$ cat src/sensor_fault_screen_unit_macros.svh
// Assertion macros shared by the sensor fault screen RTL.
// Each macro expects signals named clk and rst_n in the calling scope.
`ifndef SENSOR_FAULT_SCREEN_UNIT_MACROS_SVH
`define SENSOR_FAULT_SCREEN_UNIT_MACROS_SVH

// Implication checked at every rising edge outside reset.
`define SFS_ASSERT_IMP(lbl, ante, cons, msg) \
    lbl: assert property (@(posedge clk) disable iff (!rst_n) (ante) |-> (cons)) \
        else $error(msg);

// Plain condition checked at every rising edge outside reset.
`define SFS_ASSERT_ALWAYS(lbl, cond, msg) \
    lbl: assert property (@(posedge clk) disable iff (!rst_n) (cond)) \
        else $error(msg);

`endif

$ cat src/sfs_pkg.sv
// Shared types, codes and constants for the sensor fault screen.
// No dependencies; imported by sfs_freeze_track and the top level.
package sfs_pkg;

    // Default number of channels for each sensor kind.
    localparam int CHANNELS_PER_KIND_DEF = 4;

    // Sensor kinds with per-channel state.
    localparam int KINDS = 4;

    // Field widths.
    localparam int SAMPLE_W = 32;
    localparam int COUNT_W  = 16;
    localparam int BOUND_W  = 64;
    localparam int KIND_W   = 3;
    localparam int CHAN_W   = 2;

    // Reset value of the freeze limit register.
    localparam logic [COUNT_W-1:0] FREEZE_LIMIT_RST = 16'd100;

    // Check selected by the op bit.
    localparam logic OP_RANGE  = 1'b0;
    localparam logic OP_FREEZE = 1'b1;

    // Sensor kind codes.
    localparam logic [KIND_W-1:0] KIND_BARO  = 3'd0;
    localparam logic [KIND_W-1:0] KIND_MAG   = 3'd1;
    localparam logic [KIND_W-1:0] KIND_IMU   = 3'd2;
    localparam logic [KIND_W-1:0] KIND_ACCEL = 3'd3;

    // Reported fault codes.
    typedef enum logic [2:0] {
        FAULT_OK    = 3'd0,
        FAULT_BARO  = 3'd1,
        FAULT_MAG   = 3'd2,
        FAULT_IMU   = 3'd3,
        FAULT_ACCEL = 3'd4
    } fault_code_t;

    // Access strobes from the pipeline to the freeze tracker.
    typedef struct packed {
        logic lookup;
        logic update;
    } sfs_ctrl_t;

    // Fault code raised by a given sensor kind.
    function automatic fault_code_t fault_code_of(input logic [KIND_W-1:0] kind);
        fault_code_t code;
        case (kind)
            KIND_BARO:  code = FAULT_BARO;
            KIND_MAG:   code = FAULT_MAG;
            KIND_IMU:   code = FAULT_IMU;
            KIND_ACCEL: code = FAULT_ACCEL;
            default:    code = FAULT_OK;
        endcase
        return code;
    endfunction

endpackage

$ cat src/sfs_freeze_track.sv
// Per-channel last sample and saturating repeat counter for the freeze check.
// Depends on sfs_pkg.
module sfs_freeze_track #(
    parameter int CHANNELS_PER_KIND = sfs_pkg::CHANNELS_PER_KIND_DEF
) (
    input  logic                                 clk,
    input  logic                                 rst_n,
    input  logic [sfs_pkg::COUNT_W-1:0]          freeze_limit,
    input  sfs_pkg::sfs_ctrl_t                   ctrl,
    input  logic [$clog2(sfs_pkg::KINDS*CHANNELS_PER_KIND)-1:0] lookup_slot,
    input  logic [$clog2(sfs_pkg::KINDS*CHANNELS_PER_KIND)-1:0] update_slot,
    input  logic [sfs_pkg::SAMPLE_W-1:0]         sample,
    output logic                                 fault
);
    import sfs_pkg::*;

    localparam int SLOTS  = KINDS * CHANNELS_PER_KIND;
    localparam int WORD_W = COUNT_W + SAMPLE_W;

    logic [WORD_W-1:0] word_mem [SLOTS];
    logic [SLOTS-1:0]  slot_vld_reg;
    logic [WORD_W-1:0] rd_word_reg;
    logic              rd_vld_reg;
    logic              byp_reg;
    logic [WORD_W-1:0] byp_word_reg;

    logic [WORD_W-1:0]   cur_word;
    logic [SAMPLE_W-1:0] cur_sample;
    logic [COUNT_W-1:0]  cur_count;
    logic [COUNT_W-1:0]  count_inc;
    logic [COUNT_W-1:0]  count_new;
    logic [WORD_W-1:0]   wr_word;
    logic                same;
    logic                bypass;

    // Entry of the item now held: a same-cycle write is forwarded, an unwritten
    // slot reads as zero.
    always_comb
    begin
        if (byp_reg)
        begin
            cur_word = byp_word_reg;
        end
        else if (rd_vld_reg)
        begin
            cur_word = rd_word_reg;
        end
        else
        begin
            cur_word = '0;
        end
    end

    assign cur_sample = cur_word[SAMPLE_W-1:0];
    assign cur_count  = cur_word[WORD_W-1:SAMPLE_W];

    // Repeat counting with saturation; a new value clears the count.
    assign same      = (sample == cur_sample);
    assign count_inc = (cur_count == '1) ? cur_count : cur_count + 16'd1;
    assign count_new = same ? count_inc : '0;
    assign fault     = same && (count_inc > freeze_limit);
    assign wr_word   = {count_new, sample};

    assign bypass = ctrl.lookup && ctrl.update && (lookup_slot == update_slot);

    // Written flags for each slot, and the read-valid and bypass flags of the lookup.
    always_ff @(posedge clk or negedge rst_n)
    begin
        if (!rst_n)
        begin
            slot_vld_reg <= '0;
            rd_vld_reg   <= 1'b0;
            byp_reg      <= 1'b0;
        end
        else
        begin
            if (ctrl.update)
            begin
                slot_vld_reg[update_slot] <= 1'b1;
            end
            if (ctrl.lookup)
            begin
                rd_vld_reg <= slot_vld_reg[lookup_slot];
                byp_reg    <= bypass;
            end
        end
    end

    // Sample and count store with a registered read port.
    always_ff @(posedge clk)
    begin
        if (ctrl.update)
        begin
            word_mem[update_slot] <= wr_word;
        end
        if (ctrl.lookup)
        begin
            rd_word_reg  <= word_mem[lookup_slot];
            byp_word_reg <= wr_word;
        end
    end

endmodule

$ cat src/sensor_fault_screen_unit.sv
// Sensor fault screen: range and freeze checks with sticky per-channel flags.
// An input moves through the first stage, second stage and output register to the output.
// Throughput is one item per cycle while the result stream is not stalled, set by the
// multiplier stage feeding the range compare and by the update of the per-channel store.
// Reset clears the pipeline, the fault flags, the per-channel store and sets
// the freeze limit to 100; the block takes items straight after reset.
`include "sensor_fault_screen_unit_macros.svh"

module sensor_fault_screen_unit #(
    parameter int CHANNELS_PER_KIND = sfs_pkg::CHANNELS_PER_KIND_DEF
) (
    input  logic                        clk,
    input  logic                        rst_n,
    // Input stream.
    input  logic                        s_axis_tvalid,
    output logic                        s_axis_tready,
    // tdata from bit 0: channel[1:0], sample[33:2], scale_factor[65:34],
    // upper_bound[129:66], lower_bound[193:130], zero fill [199:194]
    input  logic [199:0]                s_axis_tdata,
    // tuser from bit 0: op[0], sensor_kind[3:1]
    input  logic [3:0]                  s_axis_tuser,
    // Result stream.
    output logic                        m_axis_tvalid,
    input  logic                        m_axis_tready,
    // tdata from bit 0: fault_code[2:0], fault_channel[4:3],
    // channel_faulty[5], zero fill [7:6]
    output logic [7:0]                  m_axis_tdata,
    // Freeze limit register.
    input  logic                        cfg_wr_en,
    input  logic [sfs_pkg::COUNT_W-1:0] cfg_wr_data
);
    import sfs_pkg::*;

    localparam int SLOTS  = KINDS * CHANNELS_PER_KIND;
    localparam int SLOT_W = $clog2(SLOTS);
    localparam logic [KIND_W-1:0] KIND_LIMIT = KIND_W'(KINDS);

    // Input field unpacking.
    logic                       in_op;
    logic [KIND_W-1:0]          in_kind;
    logic [CHAN_W-1:0]          in_chan;
    logic signed [SAMPLE_W-1:0] in_sample;
    logic signed [SAMPLE_W-1:0] in_scale;
    logic signed [BOUND_W-1:0]  in_ub;
    logic signed [BOUND_W-1:0]  in_lb;
    logic                       in_ok;
    logic [SLOT_W-1:0]          in_slot;

    assign in_op     = s_axis_tuser[0];
    assign in_kind   = s_axis_tuser[3:1];
    assign in_chan   = s_axis_tdata[1:0];
    assign in_sample = s_axis_tdata[33:2];
    assign in_scale  = s_axis_tdata[65:34];
    assign in_ub     = s_axis_tdata[129:66];
    assign in_lb     = s_axis_tdata[193:130];

    // Slot of a known kind and an existing channel.
    assign in_ok   = (in_kind < KIND_LIMIT) && (32'(in_chan) < CHANNELS_PER_KIND);
    assign in_slot = SLOT_W'(in_kind[1:0]) * SLOT_W'(CHANNELS_PER_KIND)
                     + SLOT_W'(in_chan);

    // Pipeline registers.
    logic                       freeze_limit_reg;
    logic [COUNT_W-1:0]         limit_reg;

    logic                       r1_vld_reg;
    logic                       r1_op_reg;
    logic [KIND_W-1:0]          r1_kind_reg;
    logic [CHAN_W-1:0]          r1_chan_reg;
    logic                       r1_ok_reg;
    logic [SLOT_W-1:0]          r1_slot_reg;
    logic signed [SAMPLE_W-1:0] r1_sample_reg;
    logic signed [SAMPLE_W-1:0] r1_scale_reg;
    logic signed [BOUND_W-1:0]  r1_ub_reg;
    logic signed [BOUND_W-1:0]  r1_lb_reg;

    logic                       r2_vld_reg;
    logic                       r2_op_reg;
    logic [KIND_W-1:0]          r2_kind_reg;
    logic [CHAN_W-1:0]          r2_chan_reg;
    logic                       r2_ok_reg;
    logic [SLOT_W-1:0]          r2_slot_reg;
    logic signed [BOUND_W-1:0]  r2_prod_reg;
    logic signed [BOUND_W-1:0]  r2_ub_reg;
    logic signed [BOUND_W-1:0]  r2_lb_reg;
    logic                       r2_frz_reg;

    logic                       out_vld_reg;
    fault_code_t                out_code_reg;
    logic [CHAN_W-1:0]          out_chan_reg;
    logic                       out_faulty_reg;

    logic [SLOTS-1:0]           flag_reg;

    // Stage advance: each stage moves on when the next one is empty or moving.
    logic in_load;
    logic r2_load;
    logic out_load;

    assign out_load      = r2_vld_reg && (!out_vld_reg || m_axis_tready);
    assign r2_load       = r1_vld_reg && (!r2_vld_reg || out_load);
    assign s_axis_tready = !r1_vld_reg || r2_load;
    assign in_load       = s_axis_tvalid && s_axis_tready;

    // Freeze check on the item held in the first stage.
    sfs_ctrl_t          frz_ctrl;
    logic               frz_fault;

    assign frz_ctrl.lookup = in_load && in_ok;
    assign frz_ctrl.update = r2_load && r1_ok_reg && (r1_op_reg == OP_FREEZE);

    sfs_freeze_track #(
        .CHANNELS_PER_KIND (CHANNELS_PER_KIND)
    ) u_freeze (
        .clk          (clk),
        .rst_n        (rst_n),
        .freeze_limit (limit_reg),
        .ctrl         (frz_ctrl),
        .lookup_slot  (in_slot),
        .update_slot  (r1_slot_reg),
        .sample       (r1_sample_reg),
        .fault        (frz_fault)
    );

    // Exact Q.24 product of sample and conversion factor.
    logic signed [BOUND_W-1:0] prod;

    assign prod = BOUND_W'(r1_sample_reg) * BOUND_W'(r1_scale_reg);

    // Fault decision and sticky flag for the item in the second stage.
    logic range_fault;
    logic fault;
    logic faulty;

    assign range_fault = (r2_prod_reg > r2_ub_reg) || (r2_prod_reg < r2_lb_reg);
    assign fault       = r2_ok_reg && ((r2_op_reg == OP_RANGE) ? range_fault : r2_frz_reg);
    assign faulty      = r2_ok_reg && (flag_reg[r2_slot_reg] || fault);

    // Control state: valids, flags and the freeze limit.
    always_ff @(posedge clk or negedge rst_n)
    begin
        if (!rst_n)
        begin
            r1_vld_reg       <= 1'b0;
            r2_vld_reg       <= 1'b0;
            out_vld_reg      <= 1'b0;
            flag_reg         <= '0;
            limit_reg        <= FREEZE_LIMIT_RST;
            freeze_limit_reg <= 1'b0;
        end
        else
        begin
            if (cfg_wr_en)
            begin
                limit_reg <= cfg_wr_data;
            end
            freeze_limit_reg <= cfg_wr_en;
            if (s_axis_tready)
            begin
                r1_vld_reg <= s_axis_tvalid;
            end
            if (!r2_vld_reg || out_load)
            begin
                r2_vld_reg <= r1_vld_reg;
            end
            if (!out_vld_reg || m_axis_tready)
            begin
                out_vld_reg <= r2_vld_reg;
            end
            if (out_load && fault)
            begin
                flag_reg[r2_slot_reg] <= 1'b1;
            end
        end
    end

    // Payload of the pipeline stages.
    always_ff @(posedge clk)
    begin
        if (in_load)
        begin
            r1_op_reg     <= in_op;
            r1_kind_reg   <= in_kind;
            r1_chan_reg   <= in_chan;
            r1_ok_reg     <= in_ok;
            r1_slot_reg   <= in_slot;
            r1_sample_reg <= in_sample;
            r1_scale_reg  <= in_scale;
            r1_ub_reg     <= in_ub;
            r1_lb_reg     <= in_lb;
        end
        if (r2_load)
        begin
            r2_op_reg   <= r1_op_reg;
            r2_kind_reg <= r1_kind_reg;
            r2_chan_reg <= r1_chan_reg;
            r2_ok_reg   <= r1_ok_reg;
            r2_slot_reg <= r1_slot_reg;
            r2_prod_reg <= prod;
            r2_ub_reg   <= r1_ub_reg;
            r2_lb_reg   <= r1_lb_reg;
            r2_frz_reg  <= frz_fault;
        end
        if (out_load)
        begin
            out_code_reg   <= fault ? fault_code_of(r2_kind_reg) : FAULT_OK;
            out_chan_reg   <= fault ? r2_chan_reg : '0;
            out_faulty_reg <= faulty;
        end
    end

    // Result stream.
    assign m_axis_tvalid = out_vld_reg;
    assign m_axis_tdata  = {2'b00, out_faulty_reg, out_chan_reg, out_code_reg};

    // A reported fault always leaves the addressed channel flagged.
    `SFS_ASSERT_IMP(a_fault_sets_flag, m_axis_tvalid && (out_code_reg != FAULT_OK),
                    out_faulty_reg, "fault reported without sticky flag")
    // With no fault the reported channel is zero.
    `SFS_ASSERT_IMP(a_ok_chan_zero, m_axis_tvalid && (out_code_reg == FAULT_OK),
                    out_chan_reg == '0, "fault channel set on an ok result")
    // Input is held off only while the first stage holds an item.
    `SFS_ASSERT_ALWAYS(a_ready_stage, s_axis_tready || r1_vld_reg,
                       "input stalled with an empty first stage")
    // A freeze limit write lands in the register.
    `SFS_ASSERT_IMP(a_limit_write, freeze_limit_reg, limit_reg == $past(cfg_wr_data),
                    "freeze limit write lost")

endmodule
$ cat config.mk
export PLATFORM = sky130hd
export DESIGN_NAME = sensor_fault_screen_unit
export DESIGN_NICKNAME = d
export VERILOG_FILES = /design/src/sfs_pkg.sv /design/src/sfs_freeze_track.sv /design/src/sensor_fault_screen_unit.sv
export VERILOG_INCLUDE_DIRS = /design/src /design/src/src
export SDC_FILE = /design/constraint.sdc
export NUM_CORES = 2
export LEC_CHECK = 0
export BUFFER_PORTS_ARGS = -buffer_cell sky130_fd_sc_hd__buf_2
export CORE_MARGIN = 2
export CORE_UTILIZATION = 50
export CTS_CLUSTER_SIZE = 10
export DETAILED_ROUTE_END_ITERATION = 16
export GPL_TIMING_DRIVEN = 0
export PLACE_DENSITY_LB_ADDON = 0.15
export SYNTH_ARGS = -nofsm -noshare
export SYNTH_HDL_FRONTEND = slang
export SYNTH_HIERARCHICAL = 1
export SYNTH_SLANG_ARGS = --single-unit
$ cat constraint.sdc
create_clock -name clk -period 18.7 [get_ports clk]
set_clock_uncertainty 0.15 [all_clocks]
set_input_delay 3.74 -clock clk [delete_from_list [all_inputs] [get_ports clk]]
set_output_delay 3.74 -clock clk [all_outputs]
set_load 0.005 [all_outputs]
==> impl_metrics.yaml <==
timing:
  setup_ws_ns: 7.39
  hold_viol: 0
  fmax_mhz: 88.5
  fin_crit_ns: 11.31
  relSlewSlack_pct: 4.96
  tightest_slew_ns: 1.43
  rsz0062_at_grt: "no"
  drv_slew: 0
  setup_viol_count_final: 0
  fin_crit_sh_pct: 60.5
  tns_ns: 0
synth:
  synth-edff-count: 1269
  seq_area_frac_synth_pct: 44.8
  synth.distinct_cells: 99
  syn_avg_cell_area_um2: 13.6
  synth_flop_cell: "edfxtp_1"
  ys_ff_latch: 1322
  syn_inst: 6495
  synth-async-reset-ratio_pct: 4.01
  ys.warnings.count: 6
  synth_area_mm2: 0.0881
routing:
  vias: 52800
  drt_iter0_drc: 4772
  viasPerCell: 5.65
  firstDrtPassIters: 7
  final_antenna_net_count: 0
  drc: 0
  drt_wl_total_mm: 253
  wl_per_cell_um: 27.0
grt:
  grt_max_degree: 77
  top_usage_layer: "met2"
  grt_antenna_before_repair: 16
  grt_pass1_vias: 56600
  track_usage_pct: 29.1
  grt_pass1_wl_mm: 376
  grt.overflow.total: 0
  grt_use_met3_pct: 5.75
  grt_use_met2_pct: 47.2
  gr-usage-met1_pct: 38.6
place:
  preCtsSetupSlack_ns: 7.43
  hpwl_mm: 196
  routabilityCongestion: 1.01
  io_buffers: 225
final_layout:
  multi_input_area_mm2: 0.0431
  fin_util_pct: 55.7
  syn2layout_area_growth_pct: 11.0
  drive_above_1_share_pct: 12.0
  top_register: "u_freeze/word_mem"
  largest_register_ffs: 768
  nNetsFinal: 8573
  fillers: 14300
  ff_latch_area_mm2: 0.0394
setup_path:
  cp.required_ns: 19.06
  cp-start-kind: "flip-flop"
  worst-path-max-fanout: 24
  end_kind: "flip-flop"
  critPathKind: "flip-flop to flip-flop"
  r2r_setup_slack_ns: 7.39
  cp.arrival_ns: 11.66
floorplanning:
  ios: 235
  design.die.area_mm2: 0.180
  initial_core_util_pct: 50.2
  core-area_mm2: 0.176
  die-width_um: 424
  fp-row-count: 154
  die_h_um: 424
clock_tree:
  cts_resized: 0
  htreeDepth: 4
  clock-sinks: 1322
  cts_tree: "done"
  cts_made_buffers: 154
  cts-root-buf: "clkbuf_16"
  cts_setup_buffers: 0
  cts.clk_slew.worst_paths_ns: 0.05
  clk_path_buf_depth: 3
  cts_hold_buf: 0
  clkLatencyLatePin_ns: 0.83
run:
  cap_violations: 0
outcome:
  status: "completed"
min_path:
  hold_class: "flip-flop to flip-flop"
-- per-stage QoR --
stage | hold slack (ns) | instances | instance area [um^2]
2_1_floorplan | 0.250 | 6496 | 88100
3_3_place_gp | 0.252 | 9061 | 92200
3_5_place_dp | 0.255 | 9120 | 93300
4_1_cts | 0.260 | 9336 | 97800
5_1_grt | 0.264 | 9344 | 97800
6_report | 0.262 | 9347 | 97800
-- path summary, 6_finish.rpt --
| path | start | end | cells past startpoint |
|---|---|---|---|
| max | r1_sample_reg[31] | r2_prod_reg[62] | 26 |
| min | r1_ub_reg[21] | r2_ub_reg[21] | 0 |
| max reg2reg | r1_sample_reg[31] | r2_prod_reg[62] | 26 |
| min reg2reg | r1_ub_reg[21] | r2_ub_reg[21] | 0 |
| max in group asynchronous | rst_n | r2_vld_reg | 1 |
| min in group asynchronous | rst_n | limit_reg[4] | 1 |
-- critical path: stages, from the launching register on --
cell and delay (ns):
edfxtp_1 1.29, clkbuf_1 0.59, nand2_1 0.26, inv_1 0.16, fa_1 0.51, fa_1 0.68
inv_1 0.12, fa_1 0.54, inv_1 0.07, fa_1 0.97, inv_1 0.41, fa_1 0.59
inv_1 0.06, fa_1 0.52, inv_1 0.05, fa_1 0.48, inv_1 0.05, fa_1 0.46
ha_1 0.28, clkbuf_1 0.31, o211ai_1 0.33, or3_4 0.48, o311ai_4 0.49, a41oi_1 0.32
o21ai_1 0.21, a21oi_1 0.09, xnor2_1 0.49
-- per-layer routing --
metal | share of wire [%] | routed length (um)
met5 | 0.0051 | 13
met4 | 4.5 | 11500
met3 | 7.9 | 20100
met2 | 48 | 122000
met1 | 39 | 99300
-- cell type report --
cell class	count	area share [%]
diodes	9	0.0230
plain buffers	288	1.19
clock buffers	191	4.09
clock inverters	25	0.457
inverters	1220	4.68
multi-input cells	3666	44.0
flip-flops and latches	1322	40.3
well taps	2340	2.99
repair buffers	286	2.20
-- logic make-up after synthesis --
family / after synthesis / share of synthesized area, %
other cells: 1 / 0.00426
xor+xnor: 79 / 0.785
buf+inv: 1508 / 6.52
flops: 1322 / 44.8
simple gates: 1500 / 8.89
compound gates: 406 / 3.17
fa+ha+maj: 1410 / 29.2
mux: 269 / 6.63
-- synthesized netlist by cell type, types with 26 or more instances --
master    instances  area share (%)
nand2b_1         26            0.18
a21oi_1         111            0.63
clkbuf_1        245             1.0
mux4_2          250             6.4
nand4_1          35            0.25
o21ai_0          55            0.31
fa_1           1082              25
nor3_1           28            0.16
nor2b_1          34            0.24
xnor2_1          59            0.59
nand3_1          41            0.23
and2_1          514             3.6
dfrtp_1          50             1.4
nor2_1           95            0.40
nand2_1         585             2.5
inv_1          1220             5.2
nand3b_1         28            0.24
a21o_1           69            0.59
ha_1            328             4.7
edfxtp_1       1269              43
-- placed cells by master (no fill, tap or decap), types with 18 or more instances in the layout --
| master | count |
|---|---|
| buf_1 | 22 |
| buf_6 | 33 |
| nor2_1 | 83 |
| clkbuf_16 | 154 |
| nor2b_1 | 34 |
| o21ai_0 | 55 |
| buf_2 | 231 |
| nand2b_1 | 26 |
| a21oi_1 | 111 |
| and2_1 | 512 |
| xor2_1 | 20 |
| fa_1 | 1082 |
| nor3_1 | 22 |
| buf_12 | 25 |
| a21o_1 | 69 |
| xnor2_1 | 59 |
| nand3b_1 | 28 |
| nand3_1 | 41 |
| nand2_1 | 585 |
| or2_2 | 19 |
| dfrtp_1 | 50 |
| edfxtp_1 | 1269 |
| o21a_1 | 20 |
| and3_1 | 21 |
| mux2_2 | 18 |
| clkbuf_1 | 281 |
| nand4_1 | 35 |
| mux4_2 | 250 |
| ha_1 | 328 |
| inv_1 | 1220 |
Power is not shown: default switching activity piles up to over one toggle a cycle in this logic, so the estimate is an artifact.
